--- config.mk ---
export PLATFORM = sky130hd
export DESIGN_NAME = greedy_change_dispenser
export DESIGN_NICKNAME = d
export VERILOG_FILES = /design/src/hw/rtl/gcdisp_pkg.sv /design/src/hw/rtl/gcdisp_cell.sv /design/src/hw/rtl/greedy_change_dispenser.sv
export SDC_FILE = /design/constraint.sdc
export NUM_CORES = 2
export LEC_CHECK = 0
export ABC_CLOCK_PERIOD_IN_PS = 13800
export CAP_MARGIN = 20
export CORE_AREA = 2 2 484 390
export CTS_CLUSTER_DIAMETER = 200
export CTS_CLUSTER_SIZE = 10
export DETAILED_ROUTE_END_ITERATION = 10
export DIE_AREA = 0 0 486 392
export DONT_BUFFER_PORTS = 1
export SLEW_MARGIN = 5
export SYNTH_ARGS = -nofsm -noshare
export SYNTH_HDL_FRONTEND = slang
export SYNTH_SLANG_ARGS = --single-unit
--- constraint.sdc ---
create_clock -name i_clk -period 13.8 [get_ports i_clk]
set_input_delay 0 -clock i_clk [delete_from_list [all_inputs] [get_ports i_clk]]
set_output_delay 0 -clock i_clk [all_outputs]
set_load 0.01 [all_outputs]
--- src/hw/rtl/gcdisp_pkg.sv ---
// ----------------------------------------------------------------------------
// gcdisp_pkg: shared types and constants of the greedy change dispenser
// Slot count, field widths, status codes, reset denominations, cell links.
// ----------------------------------------------------------------------------
package gcdisp_pkg;

    localparam int SLOTS = 5;
    localparam int CNT_W = 16;
    localparam int DEN_W = 10;
    localparam int IDX_W = 3;
    localparam int PRD_W = CNT_W + DEN_W;

    // result status codes
    localparam logic [1:0] ST_DISPENSED = 2'd0;
    localparam logic [1:0] ST_SHORT     = 2'd1;
    localparam logic [1:0] ST_LOADED    = 2'd2;

    // input command codes
    localparam logic CMD_LOAD     = 1'b0;
    localparam logic CMD_DISPENSE = 1'b1;

    localparam logic [DEN_W-1:0] DENOM_RESET [SLOTS] = '{
        10'd100, 10'd50, 10'd20, 10'd5, 10'd1
    };

    typedef enum logic [1:0] {
        S_IDLE,
        S_RUN,
        S_FIN
    } t_top_state;

    typedef enum logic [2:0] {
        C_IDLE,
        C_DIV,
        C_CLIP,
        C_SUB,
        C_DONE
    } t_cell_state;

    // remaining amount handed from one cell to the next
    typedef struct packed {
        logic             go;
        logic [CNT_W-1:0] rest;
    } t_link;

    // end-of-item stock update for one cell
    typedef struct packed {
        logic             load;
        logic             apply;
        logic [CNT_W-1:0] count;
    } t_commit;

endpackage

--- src/hw/rtl/gcdisp_cell.sv ---
// ----------------------------------------------------------------------------
// gcdisp_cell: one denomination slot of the dispenser chain
// Holds the slot's stock, divides the incoming amount by the denomination
// one quotient bit per cycle, clips to stock and passes the rest onward.
// ----------------------------------------------------------------------------
module gcdisp_cell (
    input  logic                       i_clk,
    input  logic                       i_rst_n,
    input  gcdisp_pkg::t_link          i_link,
    input  logic [gcdisp_pkg::DEN_W-1:0] i_denom,
    input  gcdisp_pkg::t_commit        i_commit,
    output gcdisp_pkg::t_link          o_link,
    output logic [gcdisp_pkg::CNT_W-1:0] o_take,
    output logic [gcdisp_pkg::CNT_W-1:0] o_stock
);
    import gcdisp_pkg::*;

    localparam int CW = $clog2(CNT_W);
    localparam logic [CW-1:0] LAST_BIT = CW'(CNT_W - 1);

    t_cell_state      r_state, n_state;
    logic [CW-1:0]    r_cnt;
    logic [DEN_W-1:0] r_rem;
    logic [CNT_W-1:0] r_quo;
    logic [CNT_W-1:0] r_rest_in;
    logic [CNT_W-1:0] r_take;
    logic [PRD_W-1:0] r_prod;
    logic [CNT_W-1:0] r_rest_out;
    logic [CNT_W-1:0] r_stock, n_stock;

    logic [DEN_W:0]   rem_sh;
    logic [DEN_W:0]   rem_diff;
    logic             rem_ge;

    // restoring division step
    assign rem_sh   = {r_rem, r_quo[CNT_W-1]};
    assign rem_diff = rem_sh - {1'b0, i_denom};
    assign rem_ge   = (rem_sh >= {1'b0, i_denom});

    // next state
    always_comb begin
        n_state = r_state;
        unique case (r_state)
            C_IDLE: begin
                if (i_link.go) begin
                    n_state = (i_denom == '0) ? C_DONE : C_DIV;
                end
            end
            C_DIV: begin
                if (r_cnt == LAST_BIT) begin
                    n_state = C_CLIP;
                end
            end
            C_CLIP: n_state = (r_quo > r_stock) ? C_SUB : C_DONE;
            C_SUB:  n_state = C_DONE;
            C_DONE: n_state = C_IDLE;
            default: n_state = C_IDLE;
        endcase
    end

    // outputs
    always_comb begin
        o_link.go   = (r_state == C_DONE);
        o_link.rest = r_rest_out;
        o_take      = r_take;
        o_stock     = n_stock;
    end

    // stock update at the end of an item
    always_comb begin
        priority if (i_commit.load) begin
            n_stock = i_commit.count;
        end else if (i_commit.apply) begin
            n_stock = r_stock - r_take;
        end else begin
            n_stock = r_stock;
        end
    end

    // control state
    always_ff @(posedge i_clk) begin
        if (!i_rst_n) begin
            r_state <= C_IDLE;
            r_stock <= '0;
        end else begin
            r_state <= n_state;
            r_stock <= n_stock;
        end
    end

    // datapath
    always_ff @(posedge i_clk) begin
        unique case (r_state)
            C_IDLE: begin
                // take the amount only when the previous cell hands it over;
                // the take stays put until the item commits
                if (i_link.go) begin
                    r_quo      <= i_link.rest;
                    r_rest_in  <= i_link.rest;
                    r_rem      <= '0;
                    r_cnt      <= '0;
                    r_take     <= '0;
                    r_rest_out <= i_link.rest;
                end
            end
            C_DIV: begin
                r_rem <= rem_ge ? rem_diff[DEN_W-1:0] : rem_sh[DEN_W-1:0];
                r_quo <= {r_quo[CNT_W-2:0], rem_ge};
                r_cnt <= r_cnt + 1'b1;
            end
            C_CLIP: begin
                if (r_quo > r_stock) begin
                    r_take <= r_stock;
                    r_prod <= r_stock * i_denom;
                end else begin
                    r_take     <= r_quo;
                    r_rest_out <= CNT_W'(r_rem);
                end
            end
            C_SUB: begin
                r_rest_out <= r_rest_in - r_prod[CNT_W-1:0];
            end
            C_DONE: begin
                r_rem <= r_rem;
            end
            default: begin
                r_rem <= r_rem;
            end
        endcase
    end

endmodule

--- src/hw/rtl/greedy_change_dispenser.sv ---
// A load goes from acceptance straight to the result stage. A dispense walks the
// five slot cells in turn: a zero-valued slot just passes the amount on, else the
// cell divides bit-serially and clips to stock, multiplying back when clipped.
// One word in work at a time; the next word is taken once the result is registered,
// and a stalled result port holds the sequencer in S_FIN until the slot frees.
// Reset (synchronous, active low) clears all stock and restores 100, 50, 20, 5, 1.
// ----------------------------------------------------------------------------
// greedy_change_dispenser: limited-stock greedy change maker
// Top level: stream ports, denomination registers, sequencer and result stage
// over a chain of five slot cells.
// ----------------------------------------------------------------------------
module greedy_change_dispenser (
    input  logic        i_clk,
    input  logic        i_rst_n,
    // input word
    input  logic        i_s_axis_tvalid,
    output logic        o_s_axis_tready,
    input  logic [23:0] i_s_axis_tdata,   // [2:0] slot, [18:3] value, zero pad
    input  logic [0:0]  i_s_axis_tuser,   // [0] cmd
    // result word
    output logic        o_m_axis_tvalid,
    input  logic        i_m_axis_tready,
    output logic [87:0] o_m_axis_tdata,   // take_0..take_4 16 bits each, [80] empty
    output logic [1:0]  o_m_axis_tuser,   // [1:0] status
    // configuration
    input  logic        i_cfg_we,
    input  logic [gcdisp_pkg::IDX_W-1:0] i_cfg_idx,
    input  logic [gcdisp_pkg::DEN_W-1:0] i_cfg_data
);
    import gcdisp_pkg::*;

    t_top_state       r_state, n_state;
    logic [DEN_W-1:0] r_denom [SLOTS];
    logic             r_cmd;
    logic [IDX_W-1:0] r_slot;
    logic [CNT_W-1:0] r_value;
    logic [CNT_W-1:0] r_rest_fin;

    logic             r_out_valid;
    logic [1:0]       r_status;
    logic [CNT_W-1:0] r_take [SLOTS];
    logic             r_empty;

    t_link            link [SLOTS+1];
    t_commit          commit [SLOTS];
    logic [CNT_W-1:0] cell_take [SLOTS];
    logic [CNT_W-1:0] cell_stock [SLOTS];

    logic             in_acc;
    logic             slot_free;
    logic             commit_en;
    logic             ok;
    logic             empty_after;

    assign in_acc    = i_s_axis_tvalid && o_s_axis_tready;
    assign slot_free = !r_out_valid || i_m_axis_tready;
    assign commit_en = (r_state == S_FIN) && slot_free;
    assign ok        = (r_rest_fin == '0);

    // next state
    always_comb begin
        n_state = r_state;
        unique case (r_state)
            S_IDLE: begin
                if (in_acc) begin
                    n_state = (i_s_axis_tuser[0] == CMD_DISPENSE) ? S_RUN : S_FIN;
                end
            end
            S_RUN: begin
                if (link[SLOTS].go) begin
                    n_state = S_FIN;
                end
            end
            S_FIN: begin
                if (slot_free) begin
                    n_state = S_IDLE;
                end
            end
            default: n_state = S_IDLE;
        endcase
    end

    // sequencer outputs
    always_comb begin
        o_s_axis_tready = (r_state == S_IDLE);
        link[0].go      = in_acc && (i_s_axis_tuser[0] == CMD_DISPENSE);
        link[0].rest    = i_s_axis_tdata[18:3];
    end

    always_ff @(posedge i_clk) begin
        if (!i_rst_n) begin
            r_state <= S_IDLE;
        end else begin
            r_state <= n_state;
        end
    end

    // denomination registers
    always_ff @(posedge i_clk) begin
        if (!i_rst_n) begin
            for (int i = 0; i < SLOTS; i++) begin
                r_denom[i] <= DENOM_RESET[i];
            end
        end else if (i_cfg_we) begin
            for (int i = 0; i < SLOTS; i++) begin
                if (i_cfg_idx == IDX_W'(i)) begin
                    r_denom[i] <= i_cfg_data;
                end
            end
        end
    end

    // captured input word and final remainder
    always_ff @(posedge i_clk) begin
        if (in_acc) begin
            r_cmd   <= i_s_axis_tuser[0];
            r_slot  <= i_s_axis_tdata[2:0];
            r_value <= i_s_axis_tdata[18:3];
        end
        if (link[SLOTS].go) begin
            r_rest_fin <= link[SLOTS].rest;
        end
    end

    // cell chain
    for (genvar g = 0; g < SLOTS; g++) begin : g_cell
        always_comb begin
            commit[g].load  = commit_en && (r_cmd == CMD_LOAD) && (r_slot == IDX_W'(g));
            commit[g].apply = commit_en && (r_cmd == CMD_DISPENSE) && ok;
            commit[g].count = r_value;
        end

        gcdisp_cell u_cell (
            .i_clk    (i_clk),
            .i_rst_n  (i_rst_n),
            .i_link   (link[g]),
            .i_denom  (r_denom[g]),
            .i_commit (commit[g]),
            .o_link   (link[g+1]),
            .o_take   (cell_take[g]),
            .o_stock  (cell_stock[g])
        );
    end

    // empty flag from the stock after this item
    always_comb begin
        empty_after = 1'b1;
        for (int i = 0; i < SLOTS; i++) begin
            if (cell_stock[i] != '0) begin
                empty_after = 1'b0;
            end
        end
    end

    // result stage
    always_ff @(posedge i_clk) begin
        if (!i_rst_n) begin
            r_out_valid <= 1'b0;
        end else if (commit_en) begin
            r_out_valid <= 1'b1;
        end else if (i_m_axis_tready) begin
            r_out_valid <= 1'b0;
        end
    end

    always_ff @(posedge i_clk) begin
        if (commit_en) begin
            r_empty <= empty_after;
            if (r_cmd == CMD_LOAD) begin
                r_status <= ST_LOADED;
            end else if (ok) begin
                r_status <= ST_DISPENSED;
            end else begin
                r_status <= ST_SHORT;
            end
            for (int i = 0; i < SLOTS; i++) begin
                r_take[i] <= ((r_cmd == CMD_DISPENSE) && ok) ? cell_take[i] : '0;
            end
        end
    end

    always_comb begin
        o_m_axis_tvalid = r_out_valid;
        o_m_axis_tuser  = r_status;
        o_m_axis_tdata  = '0;
        for (int i = 0; i < SLOTS; i++) begin
            o_m_axis_tdata[i*CNT_W +: CNT_W] = r_take[i];
        end
        o_m_axis_tdata[SLOTS*CNT_W] = r_empty;
    end

endmodule

==> impl_metrics.py <==
metrics = {
    "detailed_routing": {
        "drcViolationCount": 0,
        "drt-initial-drc-count": 5026,
        "finalWirelength_um": 179000,
        "routed_via_density": 5.17,
        "num_vias": 42613,
        "dr.pass1.iters": 6,
        "avgRoutedWirePerCell_um": 21.7,
        "drtAntennaViolNets": 0,
    },
    "cts": {
        "path_clk_slew_ns": 0.06,
        "clk_latency_ns": 0.72,
        "clockBufferDepth": 3,
        "cts_setup_buffers": 0,
        "cts_resized": 0,
        "h-tree-depth": 3,
        "tritoncts": "done",
        "numCtsBuffers": 83,
        "cts_root_buf": "clkbuf_16",
        "postCtsHoldBufs": 46,
        "cts_num_sinks": 737,
    },
    "global_route": {
        "antenna_found_initial": 16,
        "grt_max_degree": 76,
        "grt_use_total": 0.186,
        "grt_pass1_wl_um": 267000,
        "grt.overflow.total": 0,
        "grt_pass1_vias": 41205,
    },
    "synthesis": {
        "yosys-top-cells-area": "edfxtp_1 35%, fa_1 13%, ha_1 9.8%, nand2_1 5.1%, inv_1 4.8%",
        "synth_top_area_frac": 0.346,
        "yosysTopAreaCell": "edfxtp_1",
        "ys_warn_count": 0,
        "async_flop_share": 0,
        "syn_avg_cell_area_um2": 9.69,
        "synth-main-ff-cell": "edfxtp_1",
        "synth-seq-cells": 737,
        "netlist_instances": 5722,
        "synth-edff-count": 639,
        "synth.distinct_cells": 84,
        "syn-cell-area_mm2": 0.0555,
        "yosysSeqAreaShare": 0.381,
    },
    "sta": {
        "min_period_over_period": 0.420,
        "finClkSkew_ns": 0.0438,
        "hold_slack_ns": 0.0817,
        "fin_tns_setup_ns": 0,
        "hold_viol": 0,
        "worst_pin_slew_ns": 1.39,
        "max_clock_freq_mhz": 173,
        "period_needed_ns": 5.79,
        "relSlewSlack": 0.0604,
        "slew_violations": 0,
        "setup_ws_ns": 8.01,
        "setup_viol": 0,
        "rsz0062_at_grt": "false",
    },
    "floorplanning": {
        "initial_core_util": 0.298,
        "fp.dieW_um": 486,
        "fp.dieH_um": 392,
        "rows": 142,
        "die-area_mm2": 0.191,
        "io_pins": 135,
        "core_area_mm2": 0.186,
    },
    "layout": {
        "final_common_cell": "nand2_1",
        "final_cell_area_mm2": 0.0612,
        "area_delta_synth_final_pct": 10.4,
        "fillerInstances": 18823,
        "final_cell_mix": "754 x nand2_1, 709 x inv_1, 639 x edfxtp_1",
        "drive_gt1_frac": 0.0371,
        "nets": 6569,
    },
    "placement": {
        "place_hpwl_um": 137000,
        "pre_cts_ws_ns": 8.11,
        "io_buffers": 0,
        "gp_congestion": 0.919,
        "placed_area_mm2": 0.0583,
    },
    "power_and_ir_drop": {
        "p_leak_uw": 0.0257,
        "ir_drop_uv": 98.2,
        "p_per_area_mw_per_mm2": 83.8,
    },
    "setup_path": {
        "endpoint_kind": "register",
        "cp_max_fo": 8,
        "reg2reg_from": "g_cell[0].u_cell.r_stock[2]$_SDFF_PN0_",
        "critPathLaunch": "g_cell[0].u_cell.r_stock[2]$_SDFF_PN0_",
        "cp.arrival_ns": 6.22,
        "worstSetupPathType": "reg2reg",
        "start_kind": "register",
        "cp_data_required_time_ns": 14.23,
    },
    "run_status": {
        "status": "complete, no violations",
    },
    "hold_path": {
        "hp-class": "in2reg",
        "min-delay-start": "i_cfg_idx[0]",
    },
    "flow_run": {
        "cap_violations": 0,
    },
}
[cell usage after synthesis, types with 84 or more instances]
library cell,number
a21o_1,84
a21oi_1,229
and2_1,87
clkbuf_1,152
dfxtp_1,98
edfxtp_1,639
fa_1,365
ha_1,435
inv_1,711
mux2i_1,118
nand2_1,755
nor2_1,602
nor3_1,162
o21ai_0,236
xnor2_1,211
[per-stage QoR]
stage | total power (uW) | util | instances
final | 5130 | 0.329 | 8240
after global routing | 5300 | 0.329 | 8238
after CTS | 5160 | 0.329 | 8236
after detailed placement | 3020 | 0.313 | 8041
after global placement | 3010 | 0.313 | 8039
after floorplan | 2860 | - | 5728
[layer usage]
metal  track usage  part of all wire
met4        0.0492             0.026
met2         0.282              0.43
met5             0           0.00063
met1         0.267              0.44
met3        0.0417              0.10
[layout make-up]
type                    instances  area (um^2)  share of cell area
flip-flops and latches        737        21200               0.345
well taps                    2448         3060              0.0500
clock buffers                 142         2320              0.0379
inverters                     739         2780              0.0453
multi-input cells            4057        30800               0.504
repair buffers                108          971              0.0159
diodes                          2         5.00           0.0000817
clock inverters                 7          120             0.00196
[path summary, 6_finish.rpt]
check                                                              to  slack (ns)  cells past startpoint
worst min register to register                r_rest_fin[1]$_DFFE_PP_        0.42                      0
worst min-delay path                         r_denom[0][14]$_DFFE_PP_        0.08                      3
worst max-delay path            g_cell[0].u_cell.r_prod[14]$_DFFE_PP_        8.01                     19
worst max register to register  g_cell[0].u_cell.r_prod[14]$_DFFE_PP_        8.01                     19
[where the power goes]
group	switching (uW)	leakage, uW	total, uW	internal (uW)
clock network	976	0.00116	2120	1150
logic	285	0.0179	440	155
registers	101	0.00662	2570	2470
[registers in the layout (all words and copies together) (netlist names), 80 cells and up]
| signal | cells |
|---|---|
| g_cell.u_cell.o_take | 80 |
| g_cell.u_cell.r_prod | 80 |
| g_cell.u_cell.r_quo | 80 |
| g_cell.u_cell.r_rest_in | 80 |
| g_cell.u_cell.r_rest_out | 80 |
| g_cell.u_cell.r_stock | 80 |
| r_take | 80 |
[cells by family (layout without fill, tap and decap cells)]
| logic type | count (synthesis) | in the layout | synth area share |
|---|---|---|---|
| simple gates | 1969 | 1969 | 0.158 |
| buf+inv | 934 | 996 | 0.0643 |
| mux | 119 | 119 | 0.0215 |
| xor+xnor | 286 | 286 | 0.0452 |
| fa+ha+maj | 800 | 800 | 0.230 |
| compound gates | 876 | 876 | 0.0998 |
| other cells | 1 | 9 | 0.0000676 |
| flops | 737 | 737 | 0.381 |
[critical path: stages (launching register included)]
cell	delay, ns
dfxtp_1	0.59
clkinv_1	0.55
nor2_1	0.30
fa_1	0.43
ha_1	0.29
inv_1	0.05
fa_1	0.54
inv_1	0.07
fa_1	0.54
inv_1	0.06
fa_1	0.55
inv_1	0.04
ha_1	0.32
inv_1	0.07
o21bai_1	0.07
a21oi_1	0.22
nor2b_1	0.08
o21a_1	0.18
o41ai_1	0.37
xnor2_1	0.16
Power figures use the tool's default switching activity.
